--- src/ffcra_pkg.sv ---
// ----------------------------------------------------------------------------
// ffcra_pkg: shared types and constants for the first-fit cell region allocator
// Commands, status codes, sequencer states and the in/out beat structs.
// ----------------------------------------------------------------------------
package ffcra_pkg;

  localparam int unsigned TapeCellsDef  = 256;
  localparam int unsigned MaxRegionsDef = 16;

  localparam int unsigned CmdW   = 2;
  localparam int unsigned SizeW  = 9;
  localparam int unsigned SlotW  = 4;
  localparam int unsigned AddrW  = 8;
  localparam int unsigned StatW  = 2;

  typedef enum logic [CmdW-1:0] {
    CMD_ALLOC     = 2'd0,
    CMD_FREE_SLOT = 2'd1,
    CMD_FREE_ADDR = 2'd2,
    CMD_LOOKUP    = 2'd3
  } cmd_e;

  typedef enum logic [StatW-1:0] {
    ST_OK      = 2'd0,
    ST_NO_GAP  = 2'd1,
    ST_NO_SLOT = 2'd2,
    ST_INVALID = 2'd3
  } status_e;

  typedef enum logic [3:0] {
    S_IDLE,
    S_CLEAR,
    S_DISPATCH,
    S_OWN_RD,
    S_OWN_CHK,
    S_SCAN,
    S_SLOT,
    S_MARK,
    S_RELEASE,
    S_DONE
  } state_e;

  typedef struct packed {
    logic [CmdW-1:0]  cmd;
    logic [SizeW-1:0] request_size;
    logic [SlotW-1:0] slot_in;
    logic [AddrW-1:0] cell_addr;
  } req_t;

  typedef struct packed {
    logic [StatW-1:0] status;
    logic [AddrW-1:0] region_start;
    logic [SizeW-1:0] region_length;
    logic [SlotW-1:0] slot_out;
  } rsp_t;

endpackage

--- src/first_fit_cell_region_allocator_unit.sv ---
// ----------------------------------------------------------------------------
// first_fit_cell_region_allocator_unit: first-fit allocator over a cell tape
// Allocates, frees and looks up contiguous cell regions with a small sequencer.
// ----------------------------------------------------------------------------
// Usage: one command beat at a time. After reset the unit sweeps the owner
// memory to zero while in_stall_o is high. Each command then runs on one
// shared address counter and one compare over the owner memory (one read
// or one write per cycle):
//   allocate  : scan the tape up to the end of the first fit, search the
//               slots for the lowest free one, then mark request_size cells,
//   free      : read the owner cell (free by address only), then clear the region,
//   lookup    : read the owner cell and return the region of its slot.
// The result beat sits in an output register; the next command is taken once
// that beat has left.
module first_fit_cell_region_allocator_unit #(
  parameter int unsigned TAPE_CELLS  = ffcra_pkg::TapeCellsDef,
  parameter int unsigned MAX_REGIONS = ffcra_pkg::MaxRegionsDef
) (
  input  logic              clk_i,
  input  logic              rst_ni,
  input  logic              in_valid_i,
  output logic              in_stall_o,
  input  ffcra_pkg::req_t   in_data_i,
  output logic              out_valid_o,
  input  logic              out_stall_i,
  output ffcra_pkg::rsp_t   out_data_o
);
  import ffcra_pkg::*;

  localparam int unsigned CW  = $clog2(TAPE_CELLS);       // cell index
  localparam int unsigned CCW = $clog2(TAPE_CELLS + 1);   // cell count
  localparam int unsigned RW  = (MAX_REGIONS > 1) ? $clog2(MAX_REGIONS) : 1;
  localparam int unsigned RCW = $clog2(MAX_REGIONS + 1);
  localparam int unsigned OW  = $clog2(MAX_REGIONS + 1);  // owner code, 0 = free
  localparam int unsigned LW  = (CCW > SizeW) ? CCW : SizeW;

  // Owner memory: one write and one registered read per cycle.
  logic [OW-1:0] owner_mem [TAPE_CELLS];
  logic [OW-1:0] rd_data_q;
  logic          mem_we;
  logic [CW-1:0] mem_addr;
  logic [OW-1:0] mem_wdata;

  always_ff @(posedge clk_i) begin
    if (mem_we) begin
      owner_mem[mem_addr] <= mem_wdata;
    end
    rd_data_q <= owner_mem[mem_addr];
  end

  // Slot table: small register arrays, written at the one slot register.
  logic [MAX_REGIONS-1:0] used_q, used_d;
  logic [AddrW-1:0]       sstart_q [MAX_REGIONS];
  logic [SizeW-1:0]       slen_q   [MAX_REGIONS];
  logic                   slot_we;

  state_e          state_q, state_d;
  req_t            req_q, req_d;
  rsp_t            rsp_q, rsp_d;
  logic            ovalid_q, ovalid_d;
  logic [CCW-1:0]  idx_q, idx_d;       // shared cell counter
  logic [LW-1:0]   run_q, run_d;       // free run length / remaining count
  logic [CW-1:0]   base_q, base_d;     // region start being worked on
  logic [RW-1:0]   slot_q, slot_d;
  logic [RCW-1:0]  sidx_q, sidx_d;
  logic            rdv_q, rdv_d;       // rd_data_q holds the cell of idx_q-1

  logic [LW-1:0]   size_ext;
  logic [LW-1:0]   run_inc;

  assign size_ext = LW'(req_q.request_size);
  assign run_inc  = run_q + LW'(1);

  always_ff @(posedge clk_i or negedge rst_ni) begin
    if (!rst_ni) begin
      state_q  <= S_CLEAR;
      ovalid_q <= 1'b0;
      used_q   <= '0;
      idx_q    <= '0;
      rdv_q    <= 1'b0;
    end else begin
      state_q  <= state_d;
      ovalid_q <= ovalid_d;
      used_q   <= used_d;
      idx_q    <= idx_d;
      rdv_q    <= rdv_d;
    end
  end

  always_ff @(posedge clk_i) begin
    req_q  <= req_d;
    rsp_q  <= rsp_d;
    run_q  <= run_d;
    base_q <= base_d;
    slot_q <= slot_d;
    sidx_q <= sidx_d;
    if (slot_we) begin
      sstart_q[slot_q] <= AddrW'(base_q);
      slen_q[slot_q]   <= req_q.request_size;
    end
  end

  always_comb begin
    state_d   = state_q;
    req_d     = req_q;
    rsp_d     = rsp_q;
    ovalid_d  = ovalid_q;
    idx_d     = idx_q;
    run_d     = run_q;
    base_d    = base_q;
    slot_d    = slot_q;
    sidx_d    = sidx_q;
    rdv_d     = 1'b0;
    used_d    = used_q;
    slot_we   = 1'b0;
    mem_we    = 1'b0;
    mem_addr  = idx_q[CW-1:0];
    mem_wdata = '0;
    in_stall_o = 1'b1;

    if (ovalid_q && !out_stall_i) begin
      ovalid_d = 1'b0;
    end

    case (state_q)
      S_CLEAR: begin
        // Sweep the owner memory to free after reset.
        mem_we = 1'b1;
        if (idx_q == CCW'(TAPE_CELLS - 1)) begin
          idx_d   = '0;
          state_d = S_IDLE;
        end else begin
          idx_d = idx_q + CCW'(1);
        end
      end
      S_IDLE: begin
        in_stall_o = ovalid_q;
        if (in_valid_i && !ovalid_q) begin
          req_d   = in_data_i;
          state_d = S_DISPATCH;
        end
      end
      S_DISPATCH: begin
        rsp_d = '0;
        rsp_d.status = ST_INVALID;
        idx_d = '0;
        run_d = '0;
        case (cmd_e'(req_q.cmd))
          CMD_ALLOC: begin
            if (req_q.request_size == '0) begin
              state_d = S_DONE;
            end else begin
              rsp_d.status = ST_NO_GAP;
              state_d = S_SCAN;
            end
          end
          CMD_FREE_SLOT: begin
            if (32'(req_q.slot_in) < MAX_REGIONS && used_q[RW'(req_q.slot_in)]) begin
              slot_d  = RW'(req_q.slot_in);
              base_d  = CW'(sstart_q[RW'(req_q.slot_in)]);
              run_d   = LW'(slen_q[RW'(req_q.slot_in)]);
              idx_d   = CCW'(sstart_q[RW'(req_q.slot_in)]);
              state_d = S_RELEASE;
            end else begin
              state_d = S_DONE;
            end
          end
          default: begin
            if (32'(req_q.cell_addr) < TAPE_CELLS) begin
              idx_d   = CCW'(req_q.cell_addr);
              state_d = S_OWN_RD;
            end else begin
              state_d = S_DONE;
            end
          end
        endcase
      end
      S_OWN_RD: begin
        state_d = S_OWN_CHK;   // read issued at idx_q
      end
      S_OWN_CHK: begin
        if (rd_data_q == '0 || 32'(rd_data_q) > MAX_REGIONS ||
            !used_q[RW'(rd_data_q - OW'(1))]) begin
          state_d = S_DONE;
        end else begin
          slot_d = RW'(rd_data_q - OW'(1));
          base_d = CW'(sstart_q[RW'(rd_data_q - OW'(1))]);
          run_d  = LW'(slen_q[RW'(rd_data_q - OW'(1))]);
          if (cmd_e'(req_q.cmd) == CMD_LOOKUP) begin
            rsp_d.status        = ST_OK;
            rsp_d.region_start  = sstart_q[RW'(rd_data_q - OW'(1))];
            rsp_d.region_length = slen_q[RW'(rd_data_q - OW'(1))];
            rsp_d.slot_out      = SlotW'(rd_data_q - OW'(1));
            state_d = S_DONE;
          end else begin
            idx_d   = CCW'(sstart_q[RW'(rd_data_q - OW'(1))]);
            state_d = S_RELEASE;
          end
        end
      end
      S_SCAN: begin
        // Issue a read at idx_q; judge the cell read in the previous cycle.
        if (rdv_q) begin
          if (rd_data_q == '0) begin
            run_d = run_inc;
            if (run_inc >= size_ext) begin
              base_d  = CW'(idx_q - CCW'(1) - CCW'(size_ext - LW'(1)));
              sidx_d  = '0;
              state_d = S_SLOT;
            end
          end else begin
            run_d = '0;
          end
        end
        if (state_d == S_SCAN) begin
          if (idx_q == CCW'(TAPE_CELLS)) begin
            state_d = S_DONE;   // status already no gap
          end else begin
            idx_d = idx_q + CCW'(1);
            rdv_d = 1'b1;
          end
        end
      end
      S_SLOT: begin
        // Lowest free slot, one per cycle.
        if (sidx_q == RCW'(MAX_REGIONS)) begin
          rsp_d.status = ST_NO_SLOT;
          state_d = S_DONE;
        end else if (!used_q[RW'(sidx_q)]) begin
          slot_d  = RW'(sidx_q);
          idx_d   = CCW'(base_q);
          run_d   = size_ext;
          state_d = S_MARK;
        end else begin
          sidx_d = sidx_q + RCW'(1);
        end
      end
      S_MARK: begin
        mem_we    = 1'b1;
        mem_wdata = OW'(slot_q) + OW'(1);
        idx_d     = idx_q + CCW'(1);
        run_d     = run_q - LW'(1);
        if (run_q == LW'(1)) begin
          used_d[slot_q] = 1'b1;
          slot_we = 1'b1;
          rsp_d.status        = ST_OK;
          rsp_d.region_start  = AddrW'(base_q);
          rsp_d.region_length = req_q.request_size;
          rsp_d.slot_out      = SlotW'(slot_q);
          state_d = S_DONE;
        end
      end
      S_RELEASE: begin
        if (run_q == '0) begin
          used_d[slot_q] = 1'b0;
          rsp_d.status        = ST_OK;
          rsp_d.region_start  = sstart_q[slot_q];
          rsp_d.region_length = slen_q[slot_q];
          rsp_d.slot_out      = SlotW'(slot_q);
          state_d = S_DONE;
        end else begin
          mem_we = (32'(idx_q) < TAPE_CELLS);
          idx_d  = idx_q + CCW'(1);
          run_d  = run_q - LW'(1);
        end
      end
      S_DONE: begin
        ovalid_d = 1'b1;
        state_d  = S_IDLE;
      end
      default: state_d = S_IDLE;
    endcase
  end

  assign out_valid_o = ovalid_q;
  assign out_data_o  = rsp_q;

  // A result beat only appears from the done step.
  a_valid_from_done: assert property (@(posedge clk_i) disable iff (!rst_ni)
    $rose(ovalid_q) |-> $past(state_q) == S_DONE) else $error("beat without done");
  // Stall input while a command is in flight.
  a_busy_stall: assert property (@(posedge clk_i) disable iff (!rst_ni)
    state_q != S_IDLE |-> in_stall_o) else $error("accepted while busy");
  // A marking pass always ends on a slot that was free.
  a_mark_free_slot: assert property (@(posedge clk_i) disable iff (!rst_ni)
    state_q == S_MARK |-> !used_q[slot_q]) else $error("marking a used slot");
  // An ok allocate result adds exactly one used slot.
  a_alloc_one: assert property (@(posedge clk_i) disable iff (!rst_ni)
    (state_q == S_MARK && state_d == S_DONE) |=>
      $countones(used_q) == $countones($past(used_q)) + 1) else $error("slot count");

endmodule

--- config.mk ---
export PLATFORM = sky130hd
export DESIGN_NAME = first_fit_cell_region_allocator_unit
export DESIGN_NICKNAME = d
export VERILOG_FILES = /design/src/ffcra_pkg.sv /design/src/first_fit_cell_region_allocator_unit.sv
export SDC_FILE = /design/constraint.sdc
export NUM_CORES = 2
export LEC_CHECK = 0
export BUFFER_PORTS_ARGS = -buffer_cell sky130_fd_sc_hd__clkbuf_2
export CAP_MARGIN = 20
export CORE_MARGIN = 2
export CORE_UTILIZATION = 57
export DETAILED_ROUTE_END_ITERATION = 10
export PLACE_DENSITY = 0.76
export SLEW_MARGIN = 20
export SYNTH_ARGS = -nofsm -noshare
export SYNTH_HDL_FRONTEND = slang
export SYNTH_SLANG_ARGS = --single-unit
--- constraint.sdc ---
create_clock -name clk_i -period 8.62 [get_ports clk_i]
set_input_delay 2.586 -clock clk_i [delete_from_list [all_inputs] [get_ports clk_i]]
set_output_delay 2.586 -clock clk_i [all_outputs]
set_load 0.03 [all_outputs]
After elaboration in Yosys (flattened, before gate mapping):

Memories as Yosys holds them, arrays and structs flattened. A register that Yosys moved wholly into a read port is not among the register bits.
Index checks and enable logic that the tools add are counted.

* register bits after elaboration: 103
* bits in writable memories: 1552
* input bits: 27
* output and inout port bits: 25
* logic and storage cells: 205
* memories: 3

* $add $sub $neg: 9
* order comparisons: 8
* equality and inequality tests: 36
* multiplexer cells: 96
* bitwise operators: 3
* reduce and logical (&&, ||, !) cells: 33

Memories
* owner_mem: words 256, bits a word 5, rd ports 1, clocked after memory_dff 1, write ports 1, line first_fit_cell_region_allocator_unit.sv:38 `logic [OW-1:0] owner_mem [TAPE_CELLS];`
* slen_q: words 16, bits a word 9, rd ports 3, clocked after memory_dff 2, write ports 1, line first_fit_cell_region_allocator_unit.sv:54 `logic [SizeW-1:0] slen_q [MAX_REGIONS];`
* sstart_q: words 16, bits a word 8, rd ports 3, clocked after memory_dff 2, write ports 1, line first_fit_cell_region_allocator_unit.sv:53 `logic [AddrW-1:0] sstart_q [MAX_REGIONS];`

Operators by type and width (number)
* $mux W9: 16
* $mux W23: 4
* $mux W4: 22
* $pmux W21 S4: 1
* $pmux W9 S7: 1
* $mux W8: 7
* $pmux W9 S6: 1
* $ne A2 B2 Y1 const B: 18
* $pmux W4 S9: 1
* $mux W16: 2
* $pmux W16 S2: 1
* $mux W5: 6
* $pmux W8 S3: 1
* $reduce_and A6 Y1: 4
* $eq A4 B3 Y1 const B: 5
* $lt A4 B5 Y1 const B: 4
* $mux W1: 20
* $add A9 B1 Y9 const B: 2
* $logic_not A9 Y1: 2
* $and A16 B16 Y16: 1
* $not A16 Y16: 1
* $or A16 B16 Y16: 1
* $pmux W8 S2: 1
* $sub A8 B1 Y8 const B: 2
* 46 further kinds: 61

Depth between registers and ports, before layout:

* word-level depth: 9
* depth in mapped cells: 15
* depth with buffers taken out: 13

Worst setup path after synthesis:

No wires, ideal clock.

* path kind: flip-flop to flip-flop
* start: register state_q[0]
* end: memory owner_mem[0][4] (netlist name), data pin
* library setup time: 1.393 ns
* data arrival time: 7.293 ns
* required time: 7.227 ns
* path slack: -0.066 ns
* stages on the path, launching flop included: 5
* buffers on the path: 2
* period minus slack after synthesis: 8.686 ns
* cells stage by stage: dfstp_2 > clkbuf_1 > clkbuf_1 > nand3_1 > nor2_1

* word-level cells in the longest chain between the ends: 2

Ends and longest elaborated chain
* start, declared: line first_fit_cell_region_allocator_unit.sv:57 `state_e state_q, state_d;`
* start signal, assigned: line first_fit_cell_region_allocator_unit.sv:82 `state_q <= state_d;`
* $eq A4 B3 Y1: line first_fit_cell_region_allocator_unit.sv:125 `case (state_q)`
* $mux W5: line first_fit_cell_region_allocator_unit.sv:125
* named net mem_wdata[4]: line first_fit_cell_region_allocator_unit.sv:42 `logic [OW-1:0] mem_wdata;`
* end, declared: line first_fit_cell_region_allocator_unit.sv:38

The timed path passes the listed nets, and every way through them passes these cells.

Final worst setup path:

* start: register state_q[2]
* end: output port in_stall_o

* word-level cells in the longest chain between the ends: 2

Ends and longest elaborated chain
* $logic_not A4 Y1: line first_fit_cell_region_allocator_unit.sv:125
* $mux W1: line first_fit_cell_region_allocator_unit.sv:125
* end, declared: line first_fit_cell_region_allocator_unit.sv:22 `output logic in_stall_o,`

Every way passes these cells.

==> flow_summary.ini <==
[synth]
synth_top_family_by_area = multiplexers
synth_common_cells = edfxtp_1 (1624), mux4_2 (564), nor2_1 (342)
synth_mux_area_share_pct = 19.3
synthArstFlopShare_pct = 1.86
ys_ff_latch = 1668
syn_avg_cell_area_um2 = 18.9
yosys.area_share.adder_pct = 0.639
ys_seq_area_share_pct = 69.5
yosysTopAreaCell = edfxtp_1
yosysTopAreaCellShare_pct = 68.1
yosysUniqueCellTypes = 88
synth-xor-area-share_pct = 0.367
syn-num-nets = 3847
synth_area_leaders = edfxtp_1 (68%), mux4_2 (18%), nor2_1 (1.8%)
synth.most_common_cell = edfxtp_1
synthCells = 3784
synth-edff-count = 1624
synthFlopType = edfxtp_1
yosys.area_share.simple_pct = 4.63
yosysWarnings = 0
synth-compound-area-share_pct = 3.50
synth_area_mm2 = 0.0716

[power]
ir_worst_vdd_v = 0.000249
power_density_mw_per_mm2 = 305
leakagePower_uw = 0.0223

[worst_setup_path]
end_kind = output port
worst-path-max-fanout = 18
worstSetupPathType = flop to output port
cp-start-kind = flop
crit_arrival_ns = 2.68
crit_required_ns = 6.03

[timing]
period_share_pct = 61.1
rsz0062_at_grt = no
layout_setup_ws_ns = 3.36
finalClockSkew_ns = 0.0380
maxSlewHeadroom_pct = 19.6
hold_ws_ns = 0.543
period_minus_slack_ns = 5.26
max_freq_mhz = 190
setup-tns-final_ns = 0
worstMarginPinSlew_ns = 1.20
hold_viol = 0
setup_viol = 0
maxSlewViolCount = 0

[clock_tree]
clock_path_buffers = 3
cts_resized = 0
h-tree-depth = 4
numCtsBuffers = 163
post-cts-setup-buffers = 0
worst_skew_pair.late_latency_ns = 0.82
cts_tree = built
clkTransAtPathRegs_ns = 0.06
hold_buffers = 0
cts_sinks = 1668
cts_root_buf = clkbuf_16

[routing]
drtIter0Drc = 6594
dr.pass1.iters = 7
ant_nets = 0
drc = 0
viasPerCell = 7.17
vias = 40100
wl_um = 191000
wl_per_cell_um = 34.1

[global_route]
grt_max_degree = 177
grt_pass1_vias = 39000
gr-total-overflow = 0
grt_first_pass_wirelength_um = 276000
grtUsageTotal_pct = 30.1
antenna_found_initial = 1

[layout]
final_layout_size_suffix_gt1_share_pct = 26.2
layout.nets = 3894
area_growth_pct = 9.74

[run_status]
status = finished, final reports clean

[min_path]
worstHoldPathType = flop to flop

[die]
std_cell_rows = 130
initial_core_util_pct = 57.3
core_mm2 = 0.125
dieWidth_um = 358
dieArea_mm2 = 0.128
ios = 52
dieHeight_um = 358

[placement]
routabilityCongestion = 0.950
pre_cts_slack_ns = 4.09
hpwlAfterDp_um = 117000
port-buffer-count = 51

[flow_run]
cap_violations = 0
==> power breakdown <==
group / internal [uW] / total, uW / leakage [uW] / switching (uW)
Clock: 3530 / 6580 / 0.00235 / 3040
Combinational: 3140 / 7370 / 0.00671 / 4230
Sequential: 9310 / 10000 / 0.0133 / 707
==> metrics by stage <==
| stage | instance area (um^2) | total power (uW) | util [%] | instances |
|---|---|---|---|---|
| final | 78600 | 24000 | 62.8 | 5602 |
| after detailed placement | 73800 | 17400 | 59.0 | 5316 |
| after global routing | 78600 | 24600 | 62.8 | 5602 |
| after global placement | 73800 | 17400 | 59.0 | 5316 |
| after floorplan | 71600 | 15100 | - | 3784 |
| after CTS | 78600 | 23900 | 62.8 | 5601 |
==> logic make-up after synthesis <==
logic type      count (synthesis)
flops                        1668
simple gates                  718
mux                           669
compound gates                355
buf+inv                       308
fa+ha+maj                      36
xor+xnor                       30
==> registers in the layout (all words and copies together), names as in the netlist, named ones only <==
signal       cells
state_q          4
run_q            9
out_valid_o      1
base_q           8
slen_q         144
rdv_q            1
req_q           14
owner_mem     1280
rd_data_q        5
slot_q           4
sidx_q           5
size_ext         9
sstart_q       128
out_data_o      23
idx_q            9
==> worst paths after layout <==
check	from	endpoint	slack, ns	cells past startpoint
setup / recovery	state_q[2]$_DFFE_PN0P_	in_stall_o	3.36	4
hold / removal	idx_q[6]$_DFFE_PN0P_	idx_q[6]$_DFFE_PN0P_	0.54	1
setup reg to reg	idx_q[0]$_DFFE_PN0P_	rd_data_q[0]$_DFF_P_	4.12	9
hold reg to reg	idx_q[6]$_DFFE_PN0P_	idx_q[6]$_DFFE_PN0P_	0.54	1
max in group asynchronous	rst_ni	idx_q[2]$_DFFE_PN0P_	5.92	1
min in group asynchronous	rst_ni	asynchronous set/reset pin	1.93	1
==> cells in the final DEF (no fill, tap or decap), types with 18 or more instances in the layout <==
cell and count:
clkbuf_2 51, nand2_1 145, dfrtp_1 25, mux4_2 564, nor2b_1 18, nand4_1 29
clkbuf_1 37, a22oi_1 88, a21oi_1 54, nor2_1 322, nor3_1 20, o211ai_1 20
clkinv_1 34, edfxtp_1 1624, ha_1 34, mux2i_1 76, o21ai_0 64, nand3_1 58
clkbuf_16 163, clkinv_2 28, buf_4 93, mux2_2 18, inv_1 38
==> per-layer routing <==
| layer | GRT usage, % | up-vias | share of wire [%] |
|---|---|---|---|
| met5 | 0 | - | 0 |
| met4 | 11.1 | 0 | 4.1 |
| met3 | 8.03 | 465 | 13 |
| met2 | 44.6 | 3177 | 46 |
| met1 | 43.8 | 20700 | 37 |
| li1 | - | 15800 | - |
==> cell type report <==
cell class | instances | area [um^2]
Tap cell | 1650 | 2060
Sequential cell | 1668 | 49800
Clock buffer | 201 | 4230
Clock inverter | 84 | 594
Timing Repair Buffer | 150 | 1060
Antenna cell | 1 | 2.50
Multi-Input combinational cell | 1808 | 20600
Fill cell | 8231 | 46500
Inverter | 40 | 151
==> critical path, stage by stage, from the launching register on <==
cell and delay [ns]:
dfrtp_1 0.59, or3_1 0.48, nor3_1 0.50, inv_1 0.11, clkbuf_2 0.21
No activity file was read; power rests on OpenSTA's default activity.
